**config.mk**
```make
export PLATFORM = sky130hd
export DESIGN_NAME = knx_frame_field_parser_core
export DESIGN_NICKNAME = d
export VERILOG_FILES = /design/src/knxfp_pkg.sv /design/src/knxfp_ram.sv /design/src/knxfp_front.sv /design/src/knxfp_queue.sv /design/src/knxfp_back.sv /design/src/knx_frame_field_parser_core.sv
export SDC_FILE = /design/constraint.sdc
export NUM_CORES = 1
export LEC_CHECK = 0
export ABC_CLOCK_PERIOD_IN_PS = 9500
export BUFFER_PORTS_ARGS = -buffer_cell sky130_fd_sc_hd__buf_2
export CORE_ASPECT_RATIO = 0.6
export CORE_UTILIZATION = 42
export DETAILED_ROUTE_END_ITERATION = 12
export MAX_ROUTING_LAYER = met4
export PLACE_DENSITY = 0.66
export SLEW_MARGIN = 20
export SYNTH_ARGS = -nofsm -noshare
export SYNTH_HDL_FRONTEND = slang
export SYNTH_SLANG_ARGS = --single-unit
```
**constraint.sdc**
```tcl
create_clock -name clk -period 9.5 [get_ports clk]
set_input_delay 0.95 -clock clk [delete_from_list [all_inputs] [get_ports clk]]
set_output_delay 0.95 -clock clk [all_outputs]
set_load 0.02 [all_outputs]
```
**src/knxfp_pkg.sv**
```systemverilog
// ----------------------------------------------------------------------------
// knxfp_pkg
// Shared types and constants for the telegram field parser: parse stages,
// frame descriptor, payload store write and queue status groups.
// ----------------------------------------------------------------------------
package knxfp_pkg;

  localparam int BYTE_W      = 8;
  localparam int ADDR_W      = 16;
  localparam int IDX_W       = 4;
  localparam int COUNT_W     = 5;
  localparam int PAYLOAD_MAX = 16;
  localparam int BANKS       = 2;
  localparam int RAM_DEPTH   = PAYLOAD_MAX * BANKS;
  localparam int RAM_AW      = $clog2(RAM_DEPTH);
  localparam int QUEUE_DEPTH = 2;
  localparam int QPTR_W      = $clog2(QUEUE_DEPTH);
  localparam int QCNT_W      = $clog2(QUEUE_DEPTH + 1);

  typedef enum logic [3:0] {
    ST_CTRL    = 4'd0,
    ST_SRC_HI  = 4'd1,
    ST_SRC_LO  = 4'd2,
    ST_TGT_HI  = 4'd3,
    ST_TGT_LO  = 4'd4,
    ST_INFO    = 4'd5,
    ST_PAYLOAD = 4'd6,
    ST_CHECK   = 4'd7,
    ST_END     = 4'd8
  } stage_t;

  typedef struct packed {
    logic              repeat_flag;
    logic [1:0]        priority_res;
    logic [ADDR_W-1:0] source_address;
    logic [ADDR_W-1:0] target_address;
    logic              group_target;
    logic [2:0]        hop_count;
    logic [IDX_W-1:0]  length;
    logic [BYTE_W-1:0] check_byte;
    logic [BYTE_W-1:0] end_byte;
    logic              bank;
  } desc_t;

  typedef struct packed {
    logic  valid;
    desc_t desc;
  } push_t;

  typedef struct packed {
    logic              we;
    logic [RAM_AW-1:0] addr;
    logic [BYTE_W-1:0] data;
  } ram_wr_t;

  typedef struct packed {
    logic full;
    logic nonempty;
  } qstat_t;

endpackage

```
**src/knxfp_ram.sv**
```systemverilog
// ----------------------------------------------------------------------------
// knxfp_ram
// Generic single write port, single read port memory with registered read.
// Read data holds while read enable is low.
// ----------------------------------------------------------------------------
module knxfp_ram #(
  parameter int WIDTH = 8,
  parameter int DEPTH = 32
) (
  input  logic                     clk,
  input  logic                     we,
  input  logic [$clog2(DEPTH)-1:0] waddr,
  input  logic [WIDTH-1:0]         wdata,
  input  logic                     re,
  input  logic [$clog2(DEPTH)-1:0] raddr,
  output logic [WIDTH-1:0]         rdata
);

  logic [WIDTH-1:0] mem [DEPTH];
  logic [WIDTH-1:0] rdata_r;

  always_ff @(posedge clk) begin
    if (we) begin
      mem[waddr] <= wdata;
    end
    if (re) begin
      rdata_r <= mem[raddr];
    end
  end

  assign rdata = rdata_r;

endmodule

```
**src/knxfp_front.sv**
```systemverilog
// ----------------------------------------------------------------------------
// knxfp_front
// Byte parser: walks the telegram stages, captures header fields, writes
// payload bytes into the current bank and hands a descriptor to the queue
// when the end byte arrives.
// ----------------------------------------------------------------------------
module knxfp_front (
  input  logic                     clk,
  input  logic                     rst_n,
  input  logic                     accept,
  input  logic [7:0]               rx_byte,
  input  logic                     clear_frame,
  output knxfp_pkg::ram_wr_t       ram_wr,
  output knxfp_pkg::push_t         push
);
  import knxfp_pkg::*;

  stage_t            stage_r, stage_nxt;
  logic [IDX_W-1:0]  idx_r;
  logic              bank_r;
  logic              repeat_r;
  logic [1:0]        prio_r;
  logic [ADDR_W-1:0] src_r;
  logic [ADDR_W-1:0] tgt_r;
  logic              group_r;
  logic [2:0]        hop_r;
  logic [IDX_W-1:0]  len_r;
  logic [BYTE_W-1:0] check_r;
  logic              take;

  assign take = accept && !clear_frame;

  // next stage
  always_comb begin
    stage_nxt = stage_r;
    if (accept) begin
      if (clear_frame) begin
        stage_nxt = ST_CTRL;
      end else begin
        case (stage_r)
          ST_CTRL:    stage_nxt = ST_SRC_HI;
          ST_SRC_HI:  stage_nxt = ST_SRC_LO;
          ST_SRC_LO:  stage_nxt = ST_TGT_HI;
          ST_TGT_HI:  stage_nxt = ST_TGT_LO;
          ST_TGT_LO:  stage_nxt = ST_INFO;
          ST_INFO:    stage_nxt = ST_PAYLOAD;
          ST_PAYLOAD: stage_nxt = (idx_r == len_r) ? ST_CHECK : ST_PAYLOAD;
          ST_CHECK:   stage_nxt = ST_END;
          ST_END:     stage_nxt = ST_CTRL;
          default:    stage_nxt = ST_CTRL;
        endcase
      end
    end
  end

  // outputs
  always_comb begin
    ram_wr.we   = take && (stage_r == ST_PAYLOAD);
    ram_wr.addr = {bank_r, idx_r};
    ram_wr.data = rx_byte;

    push.valid               = take && (stage_r == ST_END);
    push.desc.repeat_flag    = repeat_r;
    push.desc.priority_res   = prio_r;
    push.desc.source_address = src_r;
    push.desc.target_address = tgt_r;
    push.desc.group_target   = group_r;
    push.desc.hop_count      = hop_r;
    push.desc.length         = len_r;
    push.desc.check_byte     = check_r;
    push.desc.end_byte       = rx_byte;
    push.desc.bank           = bank_r;
  end

  always_ff @(posedge clk) begin
    if (!rst_n) begin
      stage_r <= ST_CTRL;
      idx_r   <= '0;
      bank_r  <= 1'b0;
    end else begin
      stage_r <= stage_nxt;
      if (take && stage_r == ST_INFO) begin
        idx_r <= '0;
      end else if (take && stage_r == ST_PAYLOAD) begin
        idx_r <= idx_r + 1'b1;
      end
      if (push.valid) begin
        bank_r <= ~bank_r;
      end
    end
  end

  // header capture
  always_ff @(posedge clk) begin
    if (take) begin
      case (stage_r)
        ST_CTRL: begin
          repeat_r <= rx_byte[5];
          prio_r   <= rx_byte[3:2];
        end
        ST_SRC_HI: src_r[15:8] <= rx_byte;
        ST_SRC_LO: src_r[7:0]  <= rx_byte;
        ST_TGT_HI: tgt_r[15:8] <= rx_byte;
        ST_TGT_LO: tgt_r[7:0]  <= rx_byte;
        ST_INFO: begin
          group_r <= rx_byte[7];
          hop_r   <= rx_byte[6:4];
          len_r   <= rx_byte[3:0];
        end
        ST_CHECK: check_r <= rx_byte;
        default: ;
      endcase
    end
  end

endmodule

```
**src/knxfp_queue.sv**
```systemverilog
// ----------------------------------------------------------------------------
// knxfp_queue
// Two-entry descriptor queue between parser and emitter. An entry stays
// until its last result has been issued, which also keeps its payload bank
// reserved.
// ----------------------------------------------------------------------------
module knxfp_queue (
  input  logic                clk,
  input  logic                rst_n,
  input  knxfp_pkg::push_t    push,
  input  logic                pop,
  output knxfp_pkg::desc_t    head,
  output knxfp_pkg::qstat_t   stat
);
  import knxfp_pkg::*;

  desc_t             entry_r [QUEUE_DEPTH];
  logic [QPTR_W-1:0] wr_ptr_r;
  logic [QPTR_W-1:0] rd_ptr_r;
  logic [QCNT_W-1:0] count_r;

  assign head          = entry_r[rd_ptr_r];
  assign stat.full     = (count_r == QCNT_W'(QUEUE_DEPTH));
  assign stat.nonempty = (count_r != '0);

  always_ff @(posedge clk) begin
    if (!rst_n) begin
      wr_ptr_r <= '0;
      rd_ptr_r <= '0;
      count_r  <= '0;
    end else begin
      if (push.valid) begin
        wr_ptr_r <= wr_ptr_r + 1'b1;
      end
      if (pop) begin
        rd_ptr_r <= rd_ptr_r + 1'b1;
      end
      if (push.valid && !pop) begin
        count_r <= count_r + 1'b1;
      end else if (pop && !push.valid) begin
        count_r <= count_r - 1'b1;
      end
    end
  end

  always_ff @(posedge clk) begin
    if (push.valid) begin
      entry_r[wr_ptr_r] <= push.desc;
    end
  end

`ifndef SYNTHESIS
  a_no_push_full: assert property (@(posedge clk) disable iff (!rst_n)
    push.valid |-> !stat.full)
    else $error("descriptor pushed into full queue");

  a_no_pop_empty: assert property (@(posedge clk) disable iff (!rst_n)
    pop |-> stat.nonempty)
    else $error("descriptor popped from empty queue");

  a_count_range: assert property (@(posedge clk) disable iff (!rst_n)
    count_r <= QCNT_W'(QUEUE_DEPTH))
    else $error("queue count out of range");

  a_count_push: assert property (@(posedge clk) disable iff (!rst_n)
    push.valid && !pop |=> count_r == $past(count_r) + 1'b1)
    else $error("queue count did not follow push");
`endif

endmodule

```
**src/knxfp_back.sv**
```systemverilog
// ----------------------------------------------------------------------------
// knxfp_back
// Result emitter: walks the head descriptor's payload run, reads each byte
// from the payload store and drives the output register.
// ----------------------------------------------------------------------------
module knxfp_back (
  input  logic                         clk,
  input  logic                         rst_n,
  input  knxfp_pkg::desc_t             head,
  input  knxfp_pkg::qstat_t            stat,
  output logic                         pop,
  output logic                         ram_re,
  output logic [knxfp_pkg::RAM_AW-1:0] ram_raddr,
  input  logic [7:0]                   ram_rdata,
  output logic                         out_valid,
  input  logic                         out_stall,
  output logic                         out_repeat_flag,
  output logic [1:0]                   out_priority_res,
  output logic [15:0]                  out_source_address,
  output logic [15:0]                  out_target_address,
  output logic                         out_group_target,
  output logic [2:0]                   out_hop_count,
  output logic [4:0]                   out_payload_count,
  output logic [3:0]                   out_payload_index,
  output logic [7:0]                   out_payload_byte,
  output logic [7:0]                   out_check_byte,
  output logic [7:0]                   out_end_byte,
  output logic                         out_last
);
  import knxfp_pkg::*;

  logic [IDX_W-1:0]   k_r;
  logic               valid_r;
  logic               ready;
  logic               issue;
  logic               at_last;
  desc_t              desc_r;
  logic [IDX_W-1:0]   index_r;
  logic               last_r;

  assign ready     = !valid_r || !out_stall;
  assign issue     = ready && stat.nonempty;
  assign at_last   = (k_r == head.length);
  assign pop       = issue && at_last;
  assign ram_re    = issue;
  assign ram_raddr = {head.bank, k_r};

  always_ff @(posedge clk) begin
    if (!rst_n) begin
      k_r     <= '0;
      valid_r <= 1'b0;
    end else begin
      if (issue) begin
        k_r <= at_last ? '0 : k_r + 1'b1;
      end
      if (ready) begin
        valid_r <= stat.nonempty;
      end
    end
  end

  always_ff @(posedge clk) begin
    if (issue) begin
      desc_r  <= head;
      index_r <= k_r;
      last_r  <= at_last;
    end
  end

  assign out_valid          = valid_r;
  assign out_repeat_flag    = desc_r.repeat_flag;
  assign out_priority_res   = desc_r.priority_res;
  assign out_source_address = desc_r.source_address;
  assign out_target_address = desc_r.target_address;
  assign out_group_target   = desc_r.group_target;
  assign out_hop_count      = desc_r.hop_count;
  assign out_payload_count  = {1'b0, desc_r.length} + COUNT_W'(1);
  assign out_payload_index  = index_r;
  assign out_payload_byte   = ram_rdata;
  assign out_check_byte     = desc_r.check_byte;
  assign out_end_byte       = desc_r.end_byte;
  assign out_last           = last_r;

endmodule

```
**src/knx_frame_field_parser_core.sv**
```systemverilog
// ----------------------------------------------------------------------------
// knx_frame_field_parser_core
// Telegram field parser: one byte per transfer in, one result per payload
// byte out once the end byte of a frame has arrived.
// first result of a frame follows its end byte transfer, via the queue push,
//   then the emitter issue, when the emitter is idle
// throughput: input one byte per cycle unless stalled; results one per cycle
//   unless out_stall, length+1 per frame, from the double-banked payload store
// input stalls while two completed frames still wait to be emitted
// reset: synchronous active-low rst_n clears parser stage, queue and output
// valid; payload store and data registers are not reset
// ----------------------------------------------------------------------------
module knx_frame_field_parser_core (
  input  logic        clk,
  input  logic        rst_n,
  input  logic        in_valid,
  output logic        in_stall,
  input  logic [7:0]  in_rx_byte,
  input  logic        in_clear_frame,
  output logic        out_valid,
  input  logic        out_stall,
  output logic        out_repeat_flag,
  output logic [1:0]  out_priority_res,
  output logic [15:0] out_source_address,
  output logic [15:0] out_target_address,
  output logic        out_group_target,
  output logic [2:0]  out_hop_count,
  output logic [4:0]  out_payload_count,
  output logic [3:0]  out_payload_index,
  output logic [7:0]  out_payload_byte,
  output logic [7:0]  out_check_byte,
  output logic [7:0]  out_end_byte,
  output logic        out_last
);
  import knxfp_pkg::*;

  ram_wr_t           ram_wr;
  push_t             push;
  desc_t             head;
  qstat_t            stat;
  logic              pop;
  logic              ram_re;
  logic [RAM_AW-1:0] ram_raddr;
  logic [7:0]        ram_rdata;

  assign in_stall = stat.full;

  knxfp_front u_front (
    .clk         (clk),
    .rst_n       (rst_n),
    .accept      (in_valid && !in_stall),
    .rx_byte     (in_rx_byte),
    .clear_frame (in_clear_frame),
    .ram_wr      (ram_wr),
    .push        (push)
  );

  knxfp_ram #(
    .WIDTH (BYTE_W),
    .DEPTH (RAM_DEPTH)
  ) u_payload_ram (
    .clk   (clk),
    .we    (ram_wr.we),
    .waddr (ram_wr.addr),
    .wdata (ram_wr.data),
    .re    (ram_re),
    .raddr (ram_raddr),
    .rdata (ram_rdata)
  );

  knxfp_queue u_queue (
    .clk   (clk),
    .rst_n (rst_n),
    .push  (push),
    .pop   (pop),
    .head  (head),
    .stat  (stat)
  );

  knxfp_back u_back (
    .clk                (clk),
    .rst_n              (rst_n),
    .head               (head),
    .stat               (stat),
    .pop                (pop),
    .ram_re             (ram_re),
    .ram_raddr          (ram_raddr),
    .ram_rdata          (ram_rdata),
    .out_valid          (out_valid),
    .out_stall          (out_stall),
    .out_repeat_flag    (out_repeat_flag),
    .out_priority_res   (out_priority_res),
    .out_source_address (out_source_address),
    .out_target_address (out_target_address),
    .out_group_target   (out_group_target),
    .out_hop_count      (out_hop_count),
    .out_payload_count  (out_payload_count),
    .out_payload_index  (out_payload_index),
    .out_payload_byte   (out_payload_byte),
    .out_check_byte     (out_check_byte),
    .out_end_byte       (out_end_byte),
    .out_last           (out_last)
  );

endmodule
```
==> summary.txt, run 1 <==
Run status
  • Status: completed

Clock tree
  • CTS root buf: clkbuf_16
  • Clk Latency, worst-skew pair: 0.57 ns
  • Clk sink count: 518
  • Num CTS Buffers: 46
  • H-tree level count: 2
  • CTS Hold Buffers Added: 0
  • Deepest clock path buffer count: 3
  • CTS tree: yes
  • Clock transition at the registers of the reported paths: 0.07 ns
  • Post-CTS setup buffer count: 0
  • Post-CTS resize count: 0

STA
  • Worst Tran Pin Value: 1.12 ns
  • Minimum clock period: 3.04 ns
  • Slew Limit Fails: 0
  • Final period utilization: 32.0%
  • F_max: 329 MHz
  • RSZ-0062 raised after global routing: no
  • Slew headroom: 25.2%
  • Endpoints failing setup: 0
  • Setup_tns: 0 ns
  • Final Hold Vio Count: 0
  • Clock skew: 0.0229 ns

Floorplan
  • Ports: 88
  • Die Ht: 169 um
  • Core box area: 45,300 um2
  • Chip width: 280 um
  • Num rows: 60
  • Initial core utilization: 43.1%
  • DIE AREA: 47,400 um2

Critical path
  • Setup crit end kind: flop
  • Crit path DAT: 3.53 ns
  • Required time of the critical path: 9.99 ns
  • Worst setup SP type: flop
  • Setup CP Type: flop to flop
  • Cell count of the worst reg-to-reg path: 7
  • Crit Path Max Fanout: 37

Yosys
  • Synthesis-stage register bit count: 518
  • Syn avg cell area: 20.8 um2
  • Register area share after synthesis: 78.7%
  • Synth cell types: 50
  • Syn Inst Count: 937
  • Synth area leader: edfxtp_1
  • Post-synth EDFFs: 499
  • Syn. warnings: 0
  • Area contributors post-synth: edfxtp_1 77%, mux4_2 7.4%, mux2_2 4.2%
  • Yosys top cell area share: 76.7%
  • Ys async rst share: 0%
  • Predominant post-synthesis flop cell: edfxtp_1
  • Mapped Area: 19,500 um2
  • Synthesized Nets: 957

Pwr
  • Lkg Pwr: 6.86 nW
  • Clock power frac: 43.8%
  • Switch Pwr: 851 uW
  • Max IR drop VDD: 0.126 mV
  • Power Dens Cells: 206 nW/um2
  • Combinational group share of total power: 0.9%
  • Switching Fraction: 18.9%
  • Pint: 3.66 mW
  • Sequential share of power: 55.3%

Drt
  • DR pass1 iterations: 5
  • WL final: 40,200 um
  • Vias: 8,845
  • DRC: 0
  • WL/cell: 24.3 um
  • Antenna Violating Nets Remaining: 0
  • Initial drt markers: 1,099
  • Vias per cell: 5.34

Flow run
  • # Max-Cap Violations: 0

Global route
  • GRT Residual Overflow: 0
  • Vias in the first global route: 8,643
  • GRT Util Overall: 17.8%
  • Largest net degree at the start of global routing: 69
  • First-pass GRT wire length: 59,000 um
  • Initial antenna violation count: 0

Placed design
  • Routability cong.: 0.851
  • Post-Place Cells: 1,570
  • I/O Buffers: 87
  • Post-DP HPWL: 23,200 um

Cells and area
  • Post-Layout Cell Count: 1,655
  • Commonest non-fill, non-tap cells in the layout: 499 x edfxtp_1, 87 x buf_2, 72 x mux2_2, 64 x mux4_2, 47 x clkbuf_16
  • Layout Nets: 1,018
  • Core Util, Final: 48.3%
  • Fillers: 3,693
  • Most common cell after layout, fill and taps aside: edfxtp_1
  • Area Growth Syn to Fin: 12.1%
  • Layout cells sized above 1: 31.1%

Hold path
  • Hold Crit Depth: 0
  • Min-Delay Path Class: flop to flop
[area by class of cell]
class / instances / area [um2] / share of cell area [%]
diodes: 1 / 2.50 / 0.0114
clock buffers: 60 / 1260 / 5.78
clock inverters: 24 / 357 / 1.63
inverters: 6 / 22.5 / 0.103
multi-input cells: 325 / 3550 / 16.2
flip-flops and latches: 518 / 15400 / 70.2
well taps: 620 / 776 / 3.54
repair buffers: 101 / 541 / 2.47
[cell families after synthesis]
| group | count (synthesis) | synth area share [%] |
|---|---|---|
| multiplexers | 159 | 12.8 |
| AND/OR/NAND/NOR | 104 | 2.68 |
| adder cells (fa/ha/maj) | 7 | 0.448 |
| flip-flops | 518 | 78.7 |
| AO/OA/AOI/OAI | 38 | 1.41 |
| buffers and inverters | 94 | 3.19 |
| XOR/XNOR | 17 | 0.801 |
[flip-flops by register name (all words and copies together), names as in the netlist, 8 cells and up, named ones only]
register                   count
u_back.out_end_byte            8
u_payload_ram.rdata            8
u_back.out_source_address     16
u_front.src_r                 16
u_front.tgt_r                 16
u_back.out_target_address     16
u_queue.entry_r              120
u_back.out_check_byte          8
u_front.check_r                8
u_payload_ram.mem            256
[worst max-delay path: stages, from the launching register on]
cell,delay (ns)
dfxtp_4,0.76
buf_4,0.65
xor2_1,0.20
nor4_4,0.32
nand2_2,0.14
ha_1,0.37
or3_1,0.35
a21boi_0,0.16
[per-layer routing]
metal | up-vias | part of all wire, % | track usage, %
met5 | - | 0 | -
met4 | 0 | 1.3 | 3.47
met3 | 49 | 11 | 5.30
met2 | 432 | 42 | 23.4
met1 | 4556 | 46 | 27.3
li1 | 3808 | - | -
[power groups by stage]
stage          Combinational (mW)  Clock [mW]  Sequential (mW)
6_report                   0.0413        1.98             2.49
5_1_grt                    0.0445        2.09             2.49
4_1_cts                    0.0423        2.01             2.49
3_5_place_dp               0.0424           0             2.54
3_3_place_gp               0.0416           0             2.54
2_1_floorplan             0.00547           0             2.54
[cells in the mapped netlist (2+ instances only)]
master / n
a21oi_1: 4
buf_6: 6
clkbuf_1: 7
and2_1: 7
mux2i_1: 20
a221oi_1: 8
mux2_4: 3
dfxtp_1: 19
buf_2: 15
nand2b_1: 4
mux2_2: 72
nor3b_1: 2
nor2b_1: 5
nor3_1: 4
a21boi_0: 2
edfxtp_1: 499
nand3b_1: 3
nand2_1: 14
xor2_1: 8
mux4_2: 64
nand3_1: 4
inv_1: 6
buf_1: 5
or3_1: 2
xnor2_1: 8
nand4_1: 4
o22ai_1: 8
nor2_1: 47
buf_4: 55
ha_1: 7
nor4_1: 2
o21ai_1: 5
[final timing paths]
path,startpoint,endpoint,slack [ns]
setup / recovery,u_back.k_r[1]$_SDFFE_PN0P_,u_queue.count_r[1]$_SDFFE_PN0P_,6.46
hold / removal,u_front.src_r[10]$_DFFE_PP_,u_queue.entry_r[1][51]$_DFFE_PP_,0.43
setup reg to reg,u_back.k_r[1]$_SDFFE_PN0P_,u_queue.count_r[1]$_SDFFE_PN0P_,6.46
hold reg to reg,u_front.src_r[10]$_DFFE_PP_,u_queue.entry_r[1][51]$_DFFE_PP_,0.43
[per-stage QoR]
stage | power [mW] | setup WS [ns] | cell area, um2 | hold slack, ns
2_1_floorplan | 2.55 | 5.08 | 19500 | 0.421
3_3_place_gp | 2.58 | 5.92 | 20300 | 0.422
3_5_place_dp | 2.58 | 5.91 | 20300 | 0.429
4_1_cts | 4.54 | 6.37 | 21900 | 0.438
5_1_grt | 4.63 | 6.16 | 21900 | 0.436
6_report | 4.51 | 6.46 | 21900 | 0.432
Power figures use the tool's default switching activity.
==> run 2: changes to the inputs <==
--- a/config.mk
+++ b/config.mk
@@ -5,7 +5,7 @@
 export SDC_FILE = /design/constraint.sdc
 export NUM_CORES = 1
 export LEC_CHECK = 0
-export ABC_CLOCK_PERIOD_IN_PS = 9500
+export ABC_CLOCK_PERIOD_IN_PS = 3100
 export BUFFER_PORTS_ARGS = -buffer_cell sky130_fd_sc_hd__buf_2
 export CORE_ASPECT_RATIO = 0.6
 export CORE_UTILIZATION = 42
==> constraint.sdc (replaced) <==
create_clock -name clk -period 3.1 [get_ports clk]
set_input_delay 0.31 -clock clk [delete_from_list [all_inputs] [get_ports clk]]
set_output_delay 0.31 -clock clk [all_outputs]
set_load 0.02 [all_outputs]
==> run 2 against run 1 <==
Against the previous run: count of clock-buffer cells in the layout is 10 higher; setup slack worse by 5.8 ns; core utilization up 0.31 points; total power grew to 2.9 times the previous value; sequential power rose to 3.1 times the previous value; worst hold slack worse by 0.36 ns; first-iteration DRC count down 23%.
==> summary.txt, run 2 (synthesis gave the netlist of run 1 again) <==
Pwr
  • Clock power frac: 41.6% (was 43.8%)
  • Lkg Pwr: 7.00 nW (was 6.86 nW)
  • Switch Pwr: 2.49 mW (was 851 uW)
  • Power Dens Cells: 602 nW/um2 (was 206 nW/um2)
  • Total Power: 13.3 mW (was 4.51 mW)
  • Combinational group share of total power: 0.8% (was 0.9%)
  • Max IR drop VDD: 0.377 mV (was 0.126 mV)
  • Sequential share of power: 57.6% (was 55.3%)
  • Pint: 10.8 mW (was 3.66 mW)
  • Switching Fraction: 18.8% (was 18.9%)

Critical path
  • Max stage delay on crit path: 0.55 ns (was 0.76 ns)
  • Setup crit end kind: flop (unchanged)
  • Worst setup SP type: flop (unchanged)
  • Reg-to-Reg End: u_payload_ram.rdata[0]$_DFFE_PP_ (was u_queue.count_r[1]$_SDFFE_PN0P_)
  • Worst path slowest cell: mux4_2 (was dfxtp_4)
  • Setup CP Type: flop to flop (unchanged)
  • R2R setup slack: 0.64 ns (was 6.46 ns)
  • Crit path DAT: 2.73 ns (was 3.53 ns)
  • Buf/Inv on CP: 2 (was 1)
  • Crit path to: u_payload_ram.rdata[0]$_DFFE_PP_ (was u_queue.count_r[1]$_SDFFE_PN0P_)
  • Crit path launch: u_back.k_r[1]$_SDFFE_PN0P_ (unchanged)
  • Cell count of the worst reg-to-reg path: 5 (was 7)
  • Largest delay share family, worst path: multiplexers (was simple AND/OR/NAND/NOR gates)
  • RR Startpoint: u_back.k_r[1]$_SDFFE_PN0P_ (unchanged)
  • Levels on crit path: 5 (was 7)
  • Crit path cell chain: buf_12 -> buf_4 -> mux4_2 -> mux2i_1 -> a221oi_1 (was buf_4 -> xor2_1 -> nor4_4 -> nand2_2 -> ha_1 -> or3_1 -> a21boi_0)
  • Crit Path Max Fanout: 19 (was 37)
  • Required time of the critical path: 3.37 ns (was 9.99 ns)

Clock tree
  • Post-CTS resize count: 0 (unchanged)
  • Clk sink count: 518 (unchanged)
  • CTS tree: yes (unchanged)
  • Clk Latency, worst-skew pair: 0.56 ns (was 0.57 ns)
  • CTS Hold Buffers Added: 0 (unchanged)
  • Post-CTS setup buffer count: 0 (unchanged)
  • Deepest clock path buffer count: 3 (unchanged)
  • Num CTS Buffers: 45 (was 46)
  • Clock transition at the registers of the reported paths: 0.07 ns (about the same)
  • H-tree level count: 2 (unchanged)
  • CTS root buf: clkbuf_16 (unchanged)

Flow run
  • # Max-Cap Violations: 0 (unchanged)

Floorplan
  • Ports: 88 (unchanged)
  • Core box area: 45,300 um2 (unchanged)
  • Chip width: 280 um (unchanged)
  • Num rows: 60 (unchanged)
  • DIE AREA: 47,400 um2 (unchanged)
  • Die Ht: 169 um (unchanged)
  • Initial core utilization: 43.1% (unchanged)

STA
  • Slew Limit Fails: 0 (unchanged)
  • Setup_tns: 0 ns (unchanged)
  • RSZ-0062 raised after global routing: no (unchanged)
  • Hold Slack: 0.0712 ns (was 0.432 ns)
  • Final Hold Vio Count: 0 (unchanged)
  • Clock skew: 0.0164 ns (was 0.0229 ns)
  • Worst Tran Pin Value: 1.01 ns (was 1.12 ns)
  • F_max: 407 MHz (was 329 MHz)
  • Final period utilization: 79.3% (was 32.0%)
  • Slew headroom: 32.8% (was 25.2%)
  • Minimum clock period: 2.46 ns (was 3.04 ns)
  • Endpoints failing setup: 0 (unchanged)

Cells and area
  • ANT cells: 0 (was 1)
  • Area Growth Syn to Fin: 12.8% (was 12.1%)
  • Largest register by flop count: u_payload_ram.mem (unchanged)
  • Top Registers: u_payload_ram.mem (256), u_queue.entry_r (120) (unchanged)
  • Commonest non-fill, non-tap cells in the layout: 499 x edfxtp_1, 87 x buf_2, 72 x mux2_2, 64 x mux4_2, 49 x buf_4 (was 499 x edfxtp_1, 87 x buf_2, 72 x mux2_2, 64 x mux4_2, 47 x clkbuf_16)
  • Layout cells sized above 1: 32.5% (was 31.1%)
  • Most common cell after layout, fill and taps aside: edfxtp_1 (unchanged)
  • Number of flip-flops under the largest register name: 256 (unchanged)
  • Layout Nets: 1,056 (was 1,018)

Hold path
  • Min-Delay Path Class: input port to flop (was flop to flop)

Drt
  • Vias per cell: 5.22 (was 5.34)
  • DR pass1 iterations: 5 (unchanged)
  • DRC: 0 (unchanged)
  • Vias: 8,834 (was 8,845)
  • WL final: 38,400 um (was 40,200 um)
  • Initial drt markers: 846 (was 1,099)
  • WL/cell: 22.7 um (was 24.3 um)
  • Antenna Violating Nets Remaining: 0 (unchanged)

Global route
  • GRT Util Overall: 16.9% (was 17.8%)
  • Largest net degree at the start of global routing: 78 (was 69)
  • First-pass GRT wire length: 56,900 um (was 59,000 um)
  • Vias in the first global route: 8,868 (was 8,643)
  • GRT Residual Overflow: 0 (unchanged)
  • Initial antenna violation count: 0 (unchanged)

Placed design
  • Post-DP HPWL: 22,600 um (was 23,200 um)
  • I/O Buffers: 87 (unchanged)
  • Routability cong.: 0.832 (was 0.851)

Run status
  • Status: completed (unchanged)
## run 2: cell count changes in the layout (fill, tap and decap cells not counted)
cell,delta
buf_4,+35
clkbuf_1,+11
bufinv_16,-5
buf_12,+4
clkinvlp_4,-4
clkinv_8,-3
clkbuf_8,-1
diode_2,-1
inv_6,+1
nor3_1,+1
nor3_2,-1
## run 2: worst register-to-register path, delay by kind of cell (launching register included)
| family | cells | cell delay [ns] |
|---|---|---|
| muxes | 2 | 0.91 |
| buffers and inverters | 2 | 0.59 |
| DFF | 1 | 0.54 |
| AOI/OAI and AO/OA | 1 | 0.13 |
## run 2: how the worst min path moves through the flow
| stage | start | endpoint | depth (start not counted) |
|---|---|---|---|
| floorplan | in_rx_byte[0] | u_front.check_r[0]$_DFFE_PP_ | 0 |
| global placement | u_front.check_r[1]$_DFFE_PP_ | u_queue.entry_r[1][10]$_DFFE_PP_ | 0 |
| detailed placement | u_front.src_r[1]$_DFFE_PP_ | u_queue.entry_r[1][42]$_DFFE_PP_ | 0 |
| CTS | out_stall | u_back.out_valid$_SDFFE_PN0P_ | 3 |
| global route | out_stall | u_back.out_valid$_SDFFE_PN0P_ | 3 |
| finish | out_stall | u_back.out_valid$_SDFFE_PN0P_ | 3 |
## run 2: power by group through the flow
stage	Combinational [mW]	Sequential, mW	Clock [mW]
2_1_floorplan	0.0168	7.78	0
3_3_place_gp	0.106	7.79	0
3_5_place_dp	0.112	7.79	0
4_1_cts	0.111	7.63	5.62
5_1_grt	0.119	7.63	5.88
6_report	0.109	7.64	5.51
## run 2: routing by layer
layer	share of wire [%]	track usage [%]
met1	48	25.7
met5	0	-
met3	7.0	3.23
met2	43	23.4
met4	1.7	4.04
## run 2: metrics by stage
step / util, % / cells / instance area (um2) / worst slack [ns]
floorplan: - / 937 / 19500 / 0.143
finish: 48.6 / 1692 / 22000 / 0.641
global placement: 45.4 / 1609 / 20600 / 0.645
CTS: 48.6 / 1692 / 22000 / 0.608
global route: 48.6 / 1692 / 22000 / 0.489
detailed placement: 45.4 / 1609 / 20600 / 0.629
## run 2: area by class of cell
type,count,area [um2]
clock buffer,70,1290
tap,620,776
multi-input combinational,325,3550
sequential,518,15400
inverter,6,22.5
clock inverter,13,136
fill,3679,23300
timing repair buffer,140,883
==> run 3: changes to the inputs <==
--- a/config.mk
+++ b/config.mk
@@ -5,7 +5,7 @@
 export SDC_FILE = /design/constraint.sdc
 export NUM_CORES = 1
 export LEC_CHECK = 0
-export ABC_CLOCK_PERIOD_IN_PS = 3100
+export ABC_CLOCK_PERIOD_IN_PS = 2300
 export BUFFER_PORTS_ARGS = -buffer_cell sky130_fd_sc_hd__buf_2
 export CORE_ASPECT_RATIO = 0.6
 export CORE_UTILIZATION = 42
==> constraint.sdc (replaced) <==
create_clock -name clk -period 2.3 [get_ports clk]
set_input_delay 0.23 -clock clk [delete_from_list [all_inputs] [get_ports clk]]
set_output_delay 0.23 -clock clk [all_outputs]
set_load 0.02 [all_outputs]
==> run 3 against run 2 <==
Against the previous run: critical path type unchanged; non-clock buffer count is 35 higher; register-to-register slack worse by 0.60 ns; sequential share of layout area down 0.96 points.
==> summary.txt, run 3 (synthesis gave the netlist of run 1 again) <==
Run status
  • Status: completed (unchanged)

Floorplan
  • Core box area: 45,300 um2 (unchanged)
  • Chip width: 280 um (unchanged)
  • Die Ht: 169 um (unchanged)
  • Initial core utilization: 43.1% (unchanged)
  • Num rows: 60 (unchanged)
  • Ports: 88 (unchanged)
  • DIE AREA: 47,400 um2 (unchanged)

STA
  • RSZ-0062 raised after global routing: yes (was no)
  • Clock skew: 0.0250 ns (was 0.0164 ns)
  • Slew headroom: 36.5% (was 32.8%)
  • Endpoints failing setup: 0 (unchanged)
  • Slew Limit Fails: 0 (unchanged)
  • Final period utilization: 98.1% (was 79.3%)
  • Minimum clock period: 2.26 ns (was 2.46 ns)
  • F_max: 443 MHz (was 407 MHz)
  • Final Hold Vio Count: 0 (unchanged)
  • Worst Tran Pin Value: 0.952 ns (was 1.01 ns)
  • Hold Slack: 0.0786 ns (was 0.0712 ns)

Cells and area
  • Layout Nets: 1,091 (was 1,056)
  • Multi-input gate area: 3590 um2 (was 3550 um2)
  • Largest register by flop count: u_payload_ram.mem (unchanged)
  • Fillers: 3,693 (was 3,679)
  • Register Area: 15,400 um2 (about the same)
  • Commonest non-fill, non-tap cells in the layout: 499 x edfxtp_1, 87 x buf_2, 77 x buf_4, 71 x mux2_2, 64 x mux4_2 (was 499 x edfxtp_1, 87 x buf_2, 72 x mux2_2, 64 x mux4_2, 49 x buf_4)
  • Final Cell Area: 22,400 um2 (was 22,000 um2)
  • Layout cells sized above 1: 35.7% (was 32.5%)
  • Top Registers: u_payload_ram.mem (256), u_queue.entry_r (120) (unchanged)
  • Most common cell after layout, fill and taps aside: edfxtp_1 (unchanged)
  • Number of flip-flops under the largest register name: 256 (unchanged)
  • Area Growth Syn to Fin: 14.5% (was 12.8%)

Drt
  • WL/cell: 22.0 um (was 22.7 um)
  • Vias: 8,870 (was 8,834)
  • Vias per cell: 5.14 (was 5.22)
  • DRC: 0 (unchanged)
  • Antenna Violating Nets Remaining: 0 (unchanged)
  • DR pass1 iterations: 5 (unchanged)
  • WL final: 37,900 um (was 38,400 um)
  • Initial drt markers: 1,068 (was 846)

Critical path
  • Crit path DAT: 2.74 ns (was 2.73 ns)
  • Crit Path Max Fanout: 7 (was 19)
  • Setup CP Type: flop to flop (unchanged)
  • Worst setup SP type: flop (unchanged)
  • Setup crit end kind: flop (unchanged)
  • Crit path cell chain: buf_6 -> mux2_4 -> xor2_2 -> nor4_4 -> nand2_2 -> ha_4 -> xor2_1 -> or3_1 -> a21boi_2 (was buf_12 -> buf_4 -> mux4_2 -> mux2i_1 -> a221oi_1)
  • Required time of the critical path: 2.79 ns (was 3.37 ns)
  • Max stage delay on crit path: 0.40 ns (was 0.55 ns)
  • Worst path slowest cell: dfxtp_4 (was mux4_2)

Placed design
  • Routability cong.: 0.778 (was 0.832)
  • Post-DP HPWL: 23,300 um (was 22,600 um)
  • I/O Buffers: 87 (unchanged)
  • Area post-placement: 20,900 um2 (was 20,600 um2)

Hold path
  • Min-Delay Path Class: input port to flop (unchanged)

Global route
  • Vias in the first global route: 8,912 (was 8,868)
  • GRT Residual Overflow: 0 (unchanged)
  • Largest net degree at the start of global routing: 78 (unchanged)
  • Initial antenna violation count: 1 (was 0)
  • First-pass GRT wire length: 57,000 um (was 56,900 um)
  • GRT Util Overall: 16.8% (was 16.9%)

Pwr
  • Power Dens Cells: 783 nW/um2 (was 602 nW/um2)
  • Max IR drop VDD: 0.563 mV (was 0.377 mV)
  • Lkg Pwr: 7.18 nW (was 7.00 nW)

Clock tree
  • Num CTS Buffers: 45 (unchanged)
  • Deepest clock path buffer count: 3 (unchanged)
  • Clock transition at the registers of the reported paths: 0.07 ns (about the same)
  • Clk sink count: 518 (unchanged)
  • Clk Latency, worst-skew pair: 0.57 ns (was 0.56 ns)
  • CTS root buf: clkbuf_16 (unchanged)
  • H-tree level count: 2 (unchanged)
  • CTS tree: yes (unchanged)

Flow run
  • # Max-Cap Violations: 0 (unchanged)
==> run 3: layout make-up <==
cell class / count / share of cell area (%)
multi-input combinational: 325 / 16.1
tap: 620 / 3.47
sequential: 518 / 68.8
clock buffer: 54 / 5.28
antenna: 1 / 0.0112
clock inverter: 27 / 0.823
inverter: 6 / 0.101
timing repair buffer: 175 / 5.44
==> run 3: layer usage <==
layer | wire length, um | GRT usage (%) | up-vias | share of wire, %
met1 | 18200 | 25.5 | 4569 | 48
met3 | 2560 | 3.05 | 43 | 6.8
met5 | 0 | - | - | 0
met2 | 16700 | 24.0 | 302 | 44
met4 | 477 | 3.21 | 0 | 1.3
li1 | - | - | 3956 | -
==> run 3: worst paths after layout <==
kind | to | cells past startpoint | from | slack [ns]
worst min-delay path | u_queue.wr_ptr_r$_SDFFE_PN0P_ | 2 | rst_n | 0.08
worst max-delay path | u_queue.count_r[1]$_SDFFE_PN0P_ | 9 | flop | 0.04
worst max register to register | u_queue.count_r[1]$_SDFFE_PN0P_ | 9 | flop | 0.04
worst min register to register | u_queue.entry_r[0][48]$_DFFE_PP_ | 0 | u_front.src_r[7]$_DFFE_PP_ | 0.44
==> run 3: repair_timing <==
action | 4_1_cts | 5_1_grt
endpoints found under the hold margin | 1 | 0
setup buffers | 0 | 3
gates resized for setup | 0 | 6
setup endpoints to repair | 0 | 1
hold buffers | 1 | 0
==> run 3: metrics by stage <==
step           util [%]  total power [mW]  setup WS [ns]  setup TNS, ns  instances
2_1_floorplan         -              10.5         -0.509         -0.847        937
3_3_place_gp       46.1              10.6         0.0396              0       1640
6_report           49.3              17.5         0.0441              0       1726
4_1_cts            49.2              17.7        0.00953              0       1722
5_1_grt            49.3              18.1        -0.0668        -0.0668       1725
3_5_place_dp       46.1              10.6         0.0452              0       1640
==> run 3: power breakdown <==
part	internal (mW)	switching (mW)
clock network	3.79	3.28
registers	10.3	0.00321
logic	0.0230	0.133
==> run 3: worst max-delay path, delay by kind of cell (launching register included) <==
family / cells / cell delay, ns
flops: 1 / 0.40
buf+inv: 1 / 0.11
xor+xnor: 2 / 0.30
compound gates: 1 / 0.12
mux: 1 / 0.30
fa+ha+maj: 1 / 0.18
simple gates: 3 / 0.78
